### config.mk
export PLATFORM = sky130hd
export DESIGN_NAME = c2p_gain
export DESIGN_NICKNAME = d
export VERILOG_FILES = /design/src/c2p_pkg.sv /design/src/c2p_gain.sv
export SDC_FILE = /design/constraint.sdc
export NUM_CORES = 2
export LEC_CHECK = 0
export BUFFER_PORTS_ARGS = -buffer_cell sky130_fd_sc_hd__buf_2
export CAP_MARGIN = 20
export CORE_AREA = 2 2 310 373
export DETAILED_ROUTE_END_ITERATION = 6
export DIE_AREA = 0 0 312 375
export GPL_ROUTABILITY_DRIVEN = 0
export PLACE_DENSITY = 0.53
export SYNTH_ARGS = -nofsm -noshare
export SYNTH_HDL_FRONTEND = slang
export SYNTH_SLANG_ARGS = --single-unit
export TNS_END_PERCENT = 100
### constraint.sdc
create_clock -name clock -period 13.72 [get_ports clock]
set_clock_uncertainty 0.05 [all_clocks]
set_input_delay 1.372 -clock clock [delete_from_list [all_inputs] [get_ports clock]]
set_output_delay 1.372 -clock clock [all_outputs]
set_load 0.05 [all_outputs]
### src/c2p_pkg.sv
// Shared types, constants and elaboration-time table functions for the
// cartesian-to-polar CORDIC core. No dependencies.
`default_nettype none

package c2p_pkg;

   localparam int ITERATIONS_DEFAULT = 32;

   localparam int GUARD_W = 24;                 // input Q16 -> Q40
   localparam int XY_W    = 58;                 // Q40 x/y incl. CORDIC growth
   localparam int Z_W     = 64;                 // Q60 angle accumulator
   localparam int MAG_W   = 32;
   localparam int ANG_W   = 31;

   localparam logic [Z_W-1:0]   PI_HALF_Q60 = 64'h1921FB54442D1846;
   localparam logic [MAG_W-1:0] MAG_LIMIT   = 32'd3037000500;
   localparam logic [ANG_W-1:0] ANGLE_LIMIT = 31'd843314857;

   typedef struct packed {
      logic signed [XY_W-1:0] x;
      logic signed [XY_W-1:0] y;
      logic [Z_W-1:0]         z;
      logic                   zero;
      logic                   last;
   } c2p_vec_type;

   // Restoring long division, evaluated only while elaborating constants.
   function automatic logic [63:0] udiv64(input logic [63:0] num, input logic [63:0] den);
      logic [64:0] rem;
      logic [63:0] quo;
      rem = '0;
      quo = '0;
      for (int b = 63; b >= 0; b--) begin
         rem = {rem[63:0], num[b]};
         if (rem >= {1'b0, den}) begin
            rem    = rem - {1'b0, den};
            quo[b] = 1'b1;
         end
      end
      return quo;
   endfunction

   // atan(2^-i) in Q60 by the alternating arctangent series.
   function automatic logic [63:0] atan_q60(input int i);
      logic [63:0] acc;
      logic [63:0] term;
      int          prod;
      acc = '0;
      if (i == 0) begin
         acc = 64'h0C90FDAA22168C23;
      end else if (i <= 60) begin
         for (int k = 0; k < 64; k++) begin
            prod = i * (2 * k + 1);
            if (prod <= 60) begin
               term = udiv64(64'd1 << (60 - prod), 64'(2 * k + 1));
               if (k % 2 == 1) begin
                  acc = acc - term;
               end else begin
                  acc = acc + term;
               end
            end
         end
      end
      return acc;
   endfunction

   function automatic logic [63:0] isqrt64(input logic [63:0] val);
      logic [63:0] v;
      logic [63:0] r;
      logic [63:0] bitv;
      v    = val;
      r    = '0;
      bitv = 64'd1 << 62;
      for (int j = 0; j < 32; j++) begin
         if (bitv > v) begin
            bitv = bitv >> 2;
         end
      end
      for (int j = 0; j < 32; j++) begin
         if (bitv != 0) begin
            if (v >= r + bitv) begin
               v = v - (r + bitv);
               r = (r >> 1) + bitv;
            end else begin
               r = r >> 1;
            end
            bitv = bitv >> 2;
         end
      end
      return r;
   endfunction

   // Inverse CORDIC gain in Q32 for a given number of steps.
   function automatic logic [63:0] inv_gain_q32(input int iters);
      logic [63:0] p;
      logic [63:0] s;
      p = 64'd1 << 62;
      for (int i = 0; i < iters; i++) begin
         if (2 * i < 64) begin
            p = p + (p >> (2 * i));
         end
      end
      s = isqrt64(p);
      if (s == 0) begin
         s = 64'd1;
      end
      return udiv64((64'd1 << 63) + (s >> 1), s);
   endfunction

endpackage

`default_nettype wire

### src/c2p_gain.sv
// Gain correction, rounding and saturation: three registered stages that turn
// the final CORDIC vector into magnitude and angle. Depends on c2p_pkg.
`default_nettype none

module c2p_gain #(
   parameter int ITERATIONS = c2p_pkg::ITERATIONS_DEFAULT
) (
   input  wire                               clock,
   input  wire                               reset,
   input  wire                               in_valid,
   output logic                              in_ready,
   input  c2p_pkg::c2p_vec_type              in_vec,
   output logic                              out_valid,
   input  wire                               out_ready,
   output logic [c2p_pkg::MAG_W-1:0]         out_mag,
   output logic signed [c2p_pkg::ANG_W-1:0]  out_ang,
   output logic                              out_last
);
   import c2p_pkg::*;

   localparam logic [63:0] K_FULL = inv_gain_q32(ITERATIONS);
   localparam logic [31:0] K      = K_FULL[31:0];
   localparam int AH_W  = XY_W - 32;
   localparam int HI_W  = AH_W + 32;
   localparam int T_W   = HI_W + 1;
   localparam int MF_W  = T_W - 24;

   localparam logic signed [31:0] ANG_MAX = 32'(ANGLE_LIMIT);
   localparam logic signed [31:0] ANG_MIN = -32'(ANGLE_LIMIT);

   logic en1, en2, en3;
   logic v1_ff, v2_ff, v3_ff;

   // stage 1: low partial product
   logic [63:0]     lo1_ff, lo1_in;
   logic [AH_W-1:0] ah1_ff;
   logic [Z_W-1:0]  z1_ff;
   logic            zero1_ff, last1_ff;
   // stage 2: high partial product
   logic [63:0]     lo2_ff;
   logic [HI_W-1:0] hi2_ff, hi2_in;
   logic [Z_W-1:0]  z2_ff;
   logic            zero2_ff, last2_ff;
   // stage 3: round, saturate
   logic [MAG_W-1:0]        mag3_ff, mag3_in;
   logic signed [ANG_W-1:0] ang3_ff, ang3_in;
   logic                    last3_ff;

   logic [64:0]        lo_rnd;
   logic [T_W-1:0]     t_sum;
   logic [MF_W-1:0]    mag_full;
   logic [Z_W-1:0]     z_rnd;
   logic signed [31:0] ang32;

   assign en3      = !v3_ff || out_ready;
   assign en2      = !v2_ff || en3;
   assign en1      = !v1_ff || en2;
   assign in_ready = en1;

   always_ff @(posedge clock) begin
      if (reset) begin
         v1_ff <= 1'b0;
         v2_ff <= 1'b0;
         v3_ff <= 1'b0;
      end else begin
         if (en1) v1_ff <= in_valid;
         if (en2) v2_ff <= v1_ff;
         if (en3) v3_ff <= v2_ff;
      end
   end

   assign lo1_in = 64'(in_vec.x[31:0]) * 64'(K);
   assign hi2_in = HI_W'(ah1_ff) * HI_W'(K);

   always_comb begin
      // x*K + 2^55, then >> 56, split across the two partial products
      lo_rnd   = 65'(lo2_ff) + (65'd1 << 55);
      t_sum    = T_W'(hi2_ff) + T_W'(lo_rnd[64:32]);
      mag_full = t_sum[T_W-1:24];
      if (mag_full > MF_W'(MAG_LIMIT)) begin
         mag3_in = MAG_LIMIT;
      end else begin
         mag3_in = mag_full[MAG_W-1:0];
      end

      z_rnd = z2_ff + (64'd1 << 31);
      ang32 = $signed(z_rnd[63:32]);
      if (ang32 > ANG_MAX) begin
         ang3_in = ANG_MAX[ANG_W-1:0];
      end else if (ang32 < ANG_MIN) begin
         ang3_in = ANG_MIN[ANG_W-1:0];
      end else begin
         ang3_in = ang32[ANG_W-1:0];
      end

      if (zero2_ff) begin
         mag3_in = '0;
         ang3_in = '0;
      end
   end

   always_ff @(posedge clock) begin
      if (en1 && in_valid) begin
         lo1_ff   <= lo1_in;
         ah1_ff   <= in_vec.x[XY_W-1:32];
         z1_ff    <= in_vec.z;
         zero1_ff <= in_vec.zero;
         last1_ff <= in_vec.last;
      end
      if (en2 && v1_ff) begin
         lo2_ff   <= lo1_ff;
         hi2_ff   <= hi2_in;
         z2_ff    <= z1_ff;
         zero2_ff <= zero1_ff;
         last2_ff <= last1_ff;
      end
      if (en3 && v2_ff) begin
         mag3_ff  <= mag3_in;
         ang3_ff  <= ang3_in;
         last3_ff <= last2_ff;
      end
   end

   assign out_valid = v3_ff;
   assign out_mag   = mag3_ff;
   assign out_ang   = ang3_ff;
   assign out_last  = last3_ff;

   // final CORDIC x must never be negative: the split multiply treats it unsigned
   a_x_nonneg: assert property (@(posedge clock) disable iff (reset)
      (in_valid && !in_vec.zero) |-> !in_vec.x[XY_W-1])
      else $error("final x negative");

   a_mag_limit: assert property (@(posedge clock) disable iff (reset)
      v3_ff |-> (mag3_ff <= MAG_LIMIT))
      else $error("magnitude above limit");

   a_ang_limit: assert property (@(posedge clock) disable iff (reset)
      v3_ff |-> ((32'(ang3_ff) <= ANG_MAX) && (32'(ang3_ff) >= ANG_MIN)))
      else $error("angle out of range");

endmodule

`default_nettype wire

* Word level (Yosys, flattened, before mapping)
Cells that the tools add are included.
** Cells by class
- $add $sub $neg :: 3
- Multiply operators :: 2
- Order comparisons :: 3
- Mux-type cells :: 3
- Reductions and logical operators :: 11
** Operator list (count)
- $add A64 B56 Y65 const B :: 1
- $add A64 B32 Y64 const B :: 1
- $mul A32 B32 Y64 const B :: 1
- $add A58 B33 Y59 :: 1
- $mul A26 B32 Y58 const B :: 1
- $gt A35 B32 Y1 const B :: 1
- $gt A32 B31 Y1 const B :: 1
- $lt A32 B31 Y1 const B :: 1
- $mux W32 :: 1
- $mux W31 :: 1
- $mux W30 :: 1
- $reduce_or A2 Y1 :: 2
- $logic_and A1 B1 Y1 :: 3
- $logic_not A1 Y1 :: 3
- $logic_or A1 B1 Y1 :: 3
** Storage, ports and cells
- Register bits after elaboration :: 411

* Longest topological paths before layout
- Word-level depth :: 5
- Gate-level depth with buffers :: 27

* Worst setup path after synthesis
OpenSTA, ideal clock, no wires.
- Kind :: in2reg
- From :: input out_ready
- To :: register hi2_ff[0], enable pin
- Arrival :: 10.499 ns
- Slack :: 2.371 ns
- Stages :: 2
- Buffers on the path :: 0
- Cells stage by stage :: nor2b_1 -> a21boi_0
** Between the ends
- Longest elaborated chain between the ends :: 3
** RTL lines
- start: declaration :: line c2p_gain.sv:14 : input wire out_ready,
- $logic_or A1 B1 Y1 :: line c2p_gain.sv:55 : assign en3 = !v3_ff || out_ready;
- $logic_or A1 B1 Y1 :: line c2p_gain.sv:56 : assign en2 = !v2_ff || en3;
- $logic_and A1 B1 Y1 :: line c2p_gain.sv:110 : if (en2 && v1_ff) begin
- end signal: assignment :: line c2p_gain.sv:112 : hi2_ff <= hi2_in;
- end: declaration :: line c2p_gain.sv:41 : logic [HI_W-1:0] hi2_ff, hi2_in;
Every way passes these cells.
A chain may end at the register's enable or synchronous reset.

* Final worst setup path
- From :: input in_vec[137] in the netlist's numbering
- To :: register lo1_ff[63], data pin
** Between the ends
- Longest elaborated chain between the ends :: 1
** RTL lines
- start: declaration :: line c2p_gain.sv:12 : input c2p_pkg::c2p_vec_type in_vec,
- $mul A32 B32 Y64 :: line c2p_gain.sv:72 : assign lo1_in = 64'(in_vec.x[31:0]) * 64'(K);
- named net lo1_in[63] :: line c2p_gain.sv:35 : logic [63:0] lo1_ff, lo1_in;
- end signal: assignment :: line c2p_gain.sv:104 : lo1_ff <= lo1_in;
- end: declaration :: line c2p_gain.sv:35
The timed path passes the listed nets, and every way through them passes these cells.

==> flow_summary.ini <==
[layout]
area_delta_synth_final_pct = 8.25
mostFrequentLayoutCell = inv_1
fin_nets = 5992
drive_gt1_share_pct = 6.03
antenna_cells = 0
layout_common_cells = inv_1, fa_1, ha_1, edfxtp_1, buf_2
fillers = 11200

[worst_setup_path]
startpoint_type = input port
cp_max_fo = 8
critPathSlowestCell = a2111oi_0
end_kind = register
critPathRequiredTime_ns = 14.04
rrSetupSlack_ns = 5.79
crit_arrival_ns = 9.87
timing.critical_path.mode_cell = fa_1
path_class = input port to register
crit_path_max_incr_delay_ns = 0.78

[logic_synthesis]
syn_nets = 5825
syn_area_per_cell_um2 = 10.9
netlist_area_um2 = 45100
ys_seq_area_share_pct = 18.9
synth_cell_types = 81
syn_inst = 4139
yosysWarnings = 0
synthArstFlopShare_pct = 0
synth_edf_count = 282
synth_ff_type = edfxtp_1
ys_ff_latch = 285

[sta]
setup_viol = 0
post-route-period-util_pct = 69.6
min_period_ns = 9.55
drv_slew = 0
relSlewSlack_pct = 32.3
fmax_mhz = 105
worst_slew_pin_slew_ns = 1.01
finalHoldViolations = 0
rsz0062_at_grt = false
tns_ns = 0

[status]
status = finished clean

[clocking]
cts_hold_buf = 0
cts_buffers = 31
cts.path.max_buffers = 3
root_buffer = clkbuf_16
cts.htree.levels = 1
insertion_delay_ns = 0.62
cts.sinks = 285
cts_resized = 0
clk_pin_slew_ns = 0.07
cts_setup_buffers = 0
cts_tree = yes

[floorplanning]
ioPinCount = 252
fp.dieArea_um2 = 117000
core-area_um2 = 114000
die-width_um = 312
dieHeight_um = 375
start_util_pct = 39.7
num_rows = 136

[routing]
drc = 0
drtIter0Drc = 1419
avgRoutedWirePerCell_um = 19.5
viasPerCell = 4.87
first_pass_iters = 6
vias = 28500
drtAntennaViolNets = 0
routed_wl_um = 114000

[global_route]
grt_pass1_wl_um = 178000
antenna_found_initial = 0
grt_overflow = 0
track_usage_pct = 20.1
grt_pass1_vias = 30700
grt_max_degree = 71

[run]
cap_viol_max_count = 0

[placed_design]
port_buffers = 162
dp_hpwl_um = 99800

[min_path]
hp-class = register to register
synthesized netlist by cell type, drive strengths merged (11+ instances only):
cell type,instances,area (um^2)
nor3,59,368
and3,21,131
xor2,42,368
xnor2,88,771
or3,13,81.3
nand2,96,363
fa,835,16700
nand4,34,219
o21ai,78,390
a211oi,17,128
a21oi,148,744
or2,12,75.1
clkbuf,31,116
inv,1210,4540
a31oi,23,144
nor2b,20,125
and4,11,96.3
o21bai,15,113
ha,665,8320
o21a,27,203
o31ai,20,150
a21o,59,443
edfxtp,282,8470
nor2,122,458
nand2b,12,75.1
nand3,54,270
sequential cells by signal, indices dropped and copies added (netlist names):
| name | flops |
|---|---|
| ah1_ff | 26 |
| hi2_ff | 58 |
| last1_ff | 1 |
| last2_ff | 1 |
| lo1_ff | 32 |
| lo2_ff | 32 |
| out_ang | 31 |
| out_last | 1 |
| out_mag | 32 |
| out_valid | 1 |
| v1_ff | 1 |
| v2_ff | 1 |
| z1_ff | 33 |
| z2_ff | 33 |
| zero1_ff | 1 |
| zero2_ff | 1 |
through the flow:
stage               hold slack, ns  utilization, %  instances  worst slack, ns  cell area (um^2)
floorplan                    0.350               -       4139             2.37             45100
global placement             0.352            42.0       5789             3.42             47800
detailed placement           0.355            42.0       5790             3.39             47800
CTS                          0.366            43.0       5848             4.06             48800
global route                 0.372            43.0       5849             3.53             48800
finish                       0.354            43.0       5849             4.17             48800
routing by layer:
| layer | wire, um | vias to the layer above | GRT usage, % |
|---|---|---|---|
| met3 | 4860 | 131 | 2.76 |
| met1 | 49200 | 14300 | 26.1 |
| met2 | 57100 | 577 | 35.1 |
| met5 | 0 | - | 0 |
| met4 | 3100 | 0 | 5.12 |
| li1 | - | 13500 | - |
worst max-delay path: cells and delay by family:
| kind | cells | cell delay, ns |
|---|---|---|
| AO/OA/AOI/OAI | 6 | 2.44 |
| XOR/XNOR | 1 | 0.11 |
| adder cells (fa/ha/maj) | 9 | 4.36 |
| buffers and inverters | 5 | 0.55 |
| AND/OR/NAND/NOR | 5 | 1.03 |
cell type report:
class	instances	area (um^2)	share of cell area [%]
Timing Repair Buffer	171	882	1.81
Tap cell	1518	1900	3.89
Clock inverter	22	275	0.564
Inverter	1210	4540	9.30
Sequential cell	285	8530	17.5
Multi-Input combinational cell	2607	31900	65.4
Clock buffer	36	795	1.63
cells by family (layout without fill, tap and decap cells):
group / Yosys count / after routing / share of synthesized area, %
xor gates and xnor gates: 130 / 130 / 2.52
adders and majority gates: 1500 / 1500 / 55.5
muxes: 3 / 3 / 0.0665
and+or+nand+nor: 499 / 499 / 5.77
DFF: 285 / 285 / 18.9
AOI/OAI and AO/OA: 475 / 475 / 6.83
buffers and inverters: 1247 / 1439 / 10.4
path summary, 6_finish.rpt:
path / from / end / depth (start not counted)
max: in_vec[137] / lo1_ff[63]$_DFFE_PP_ / 26
min: lo1_ff[41]$_DFFE_PP_ / lo2_ff[41]$_DFFE_PP_ / 0
min reg2reg: lo1_ff[41]$_DFFE_PP_ / lo2_ff[41]$_DFFE_PP_ / 0
max reg2reg: ah1_ff[6]$_DFFE_PP_ / hi2_ff[56]$_DFFE_PP_ / 23
Power is not shown: default switching activity piles up to over one toggle a cycle in this logic, so the estimate is an artifact.
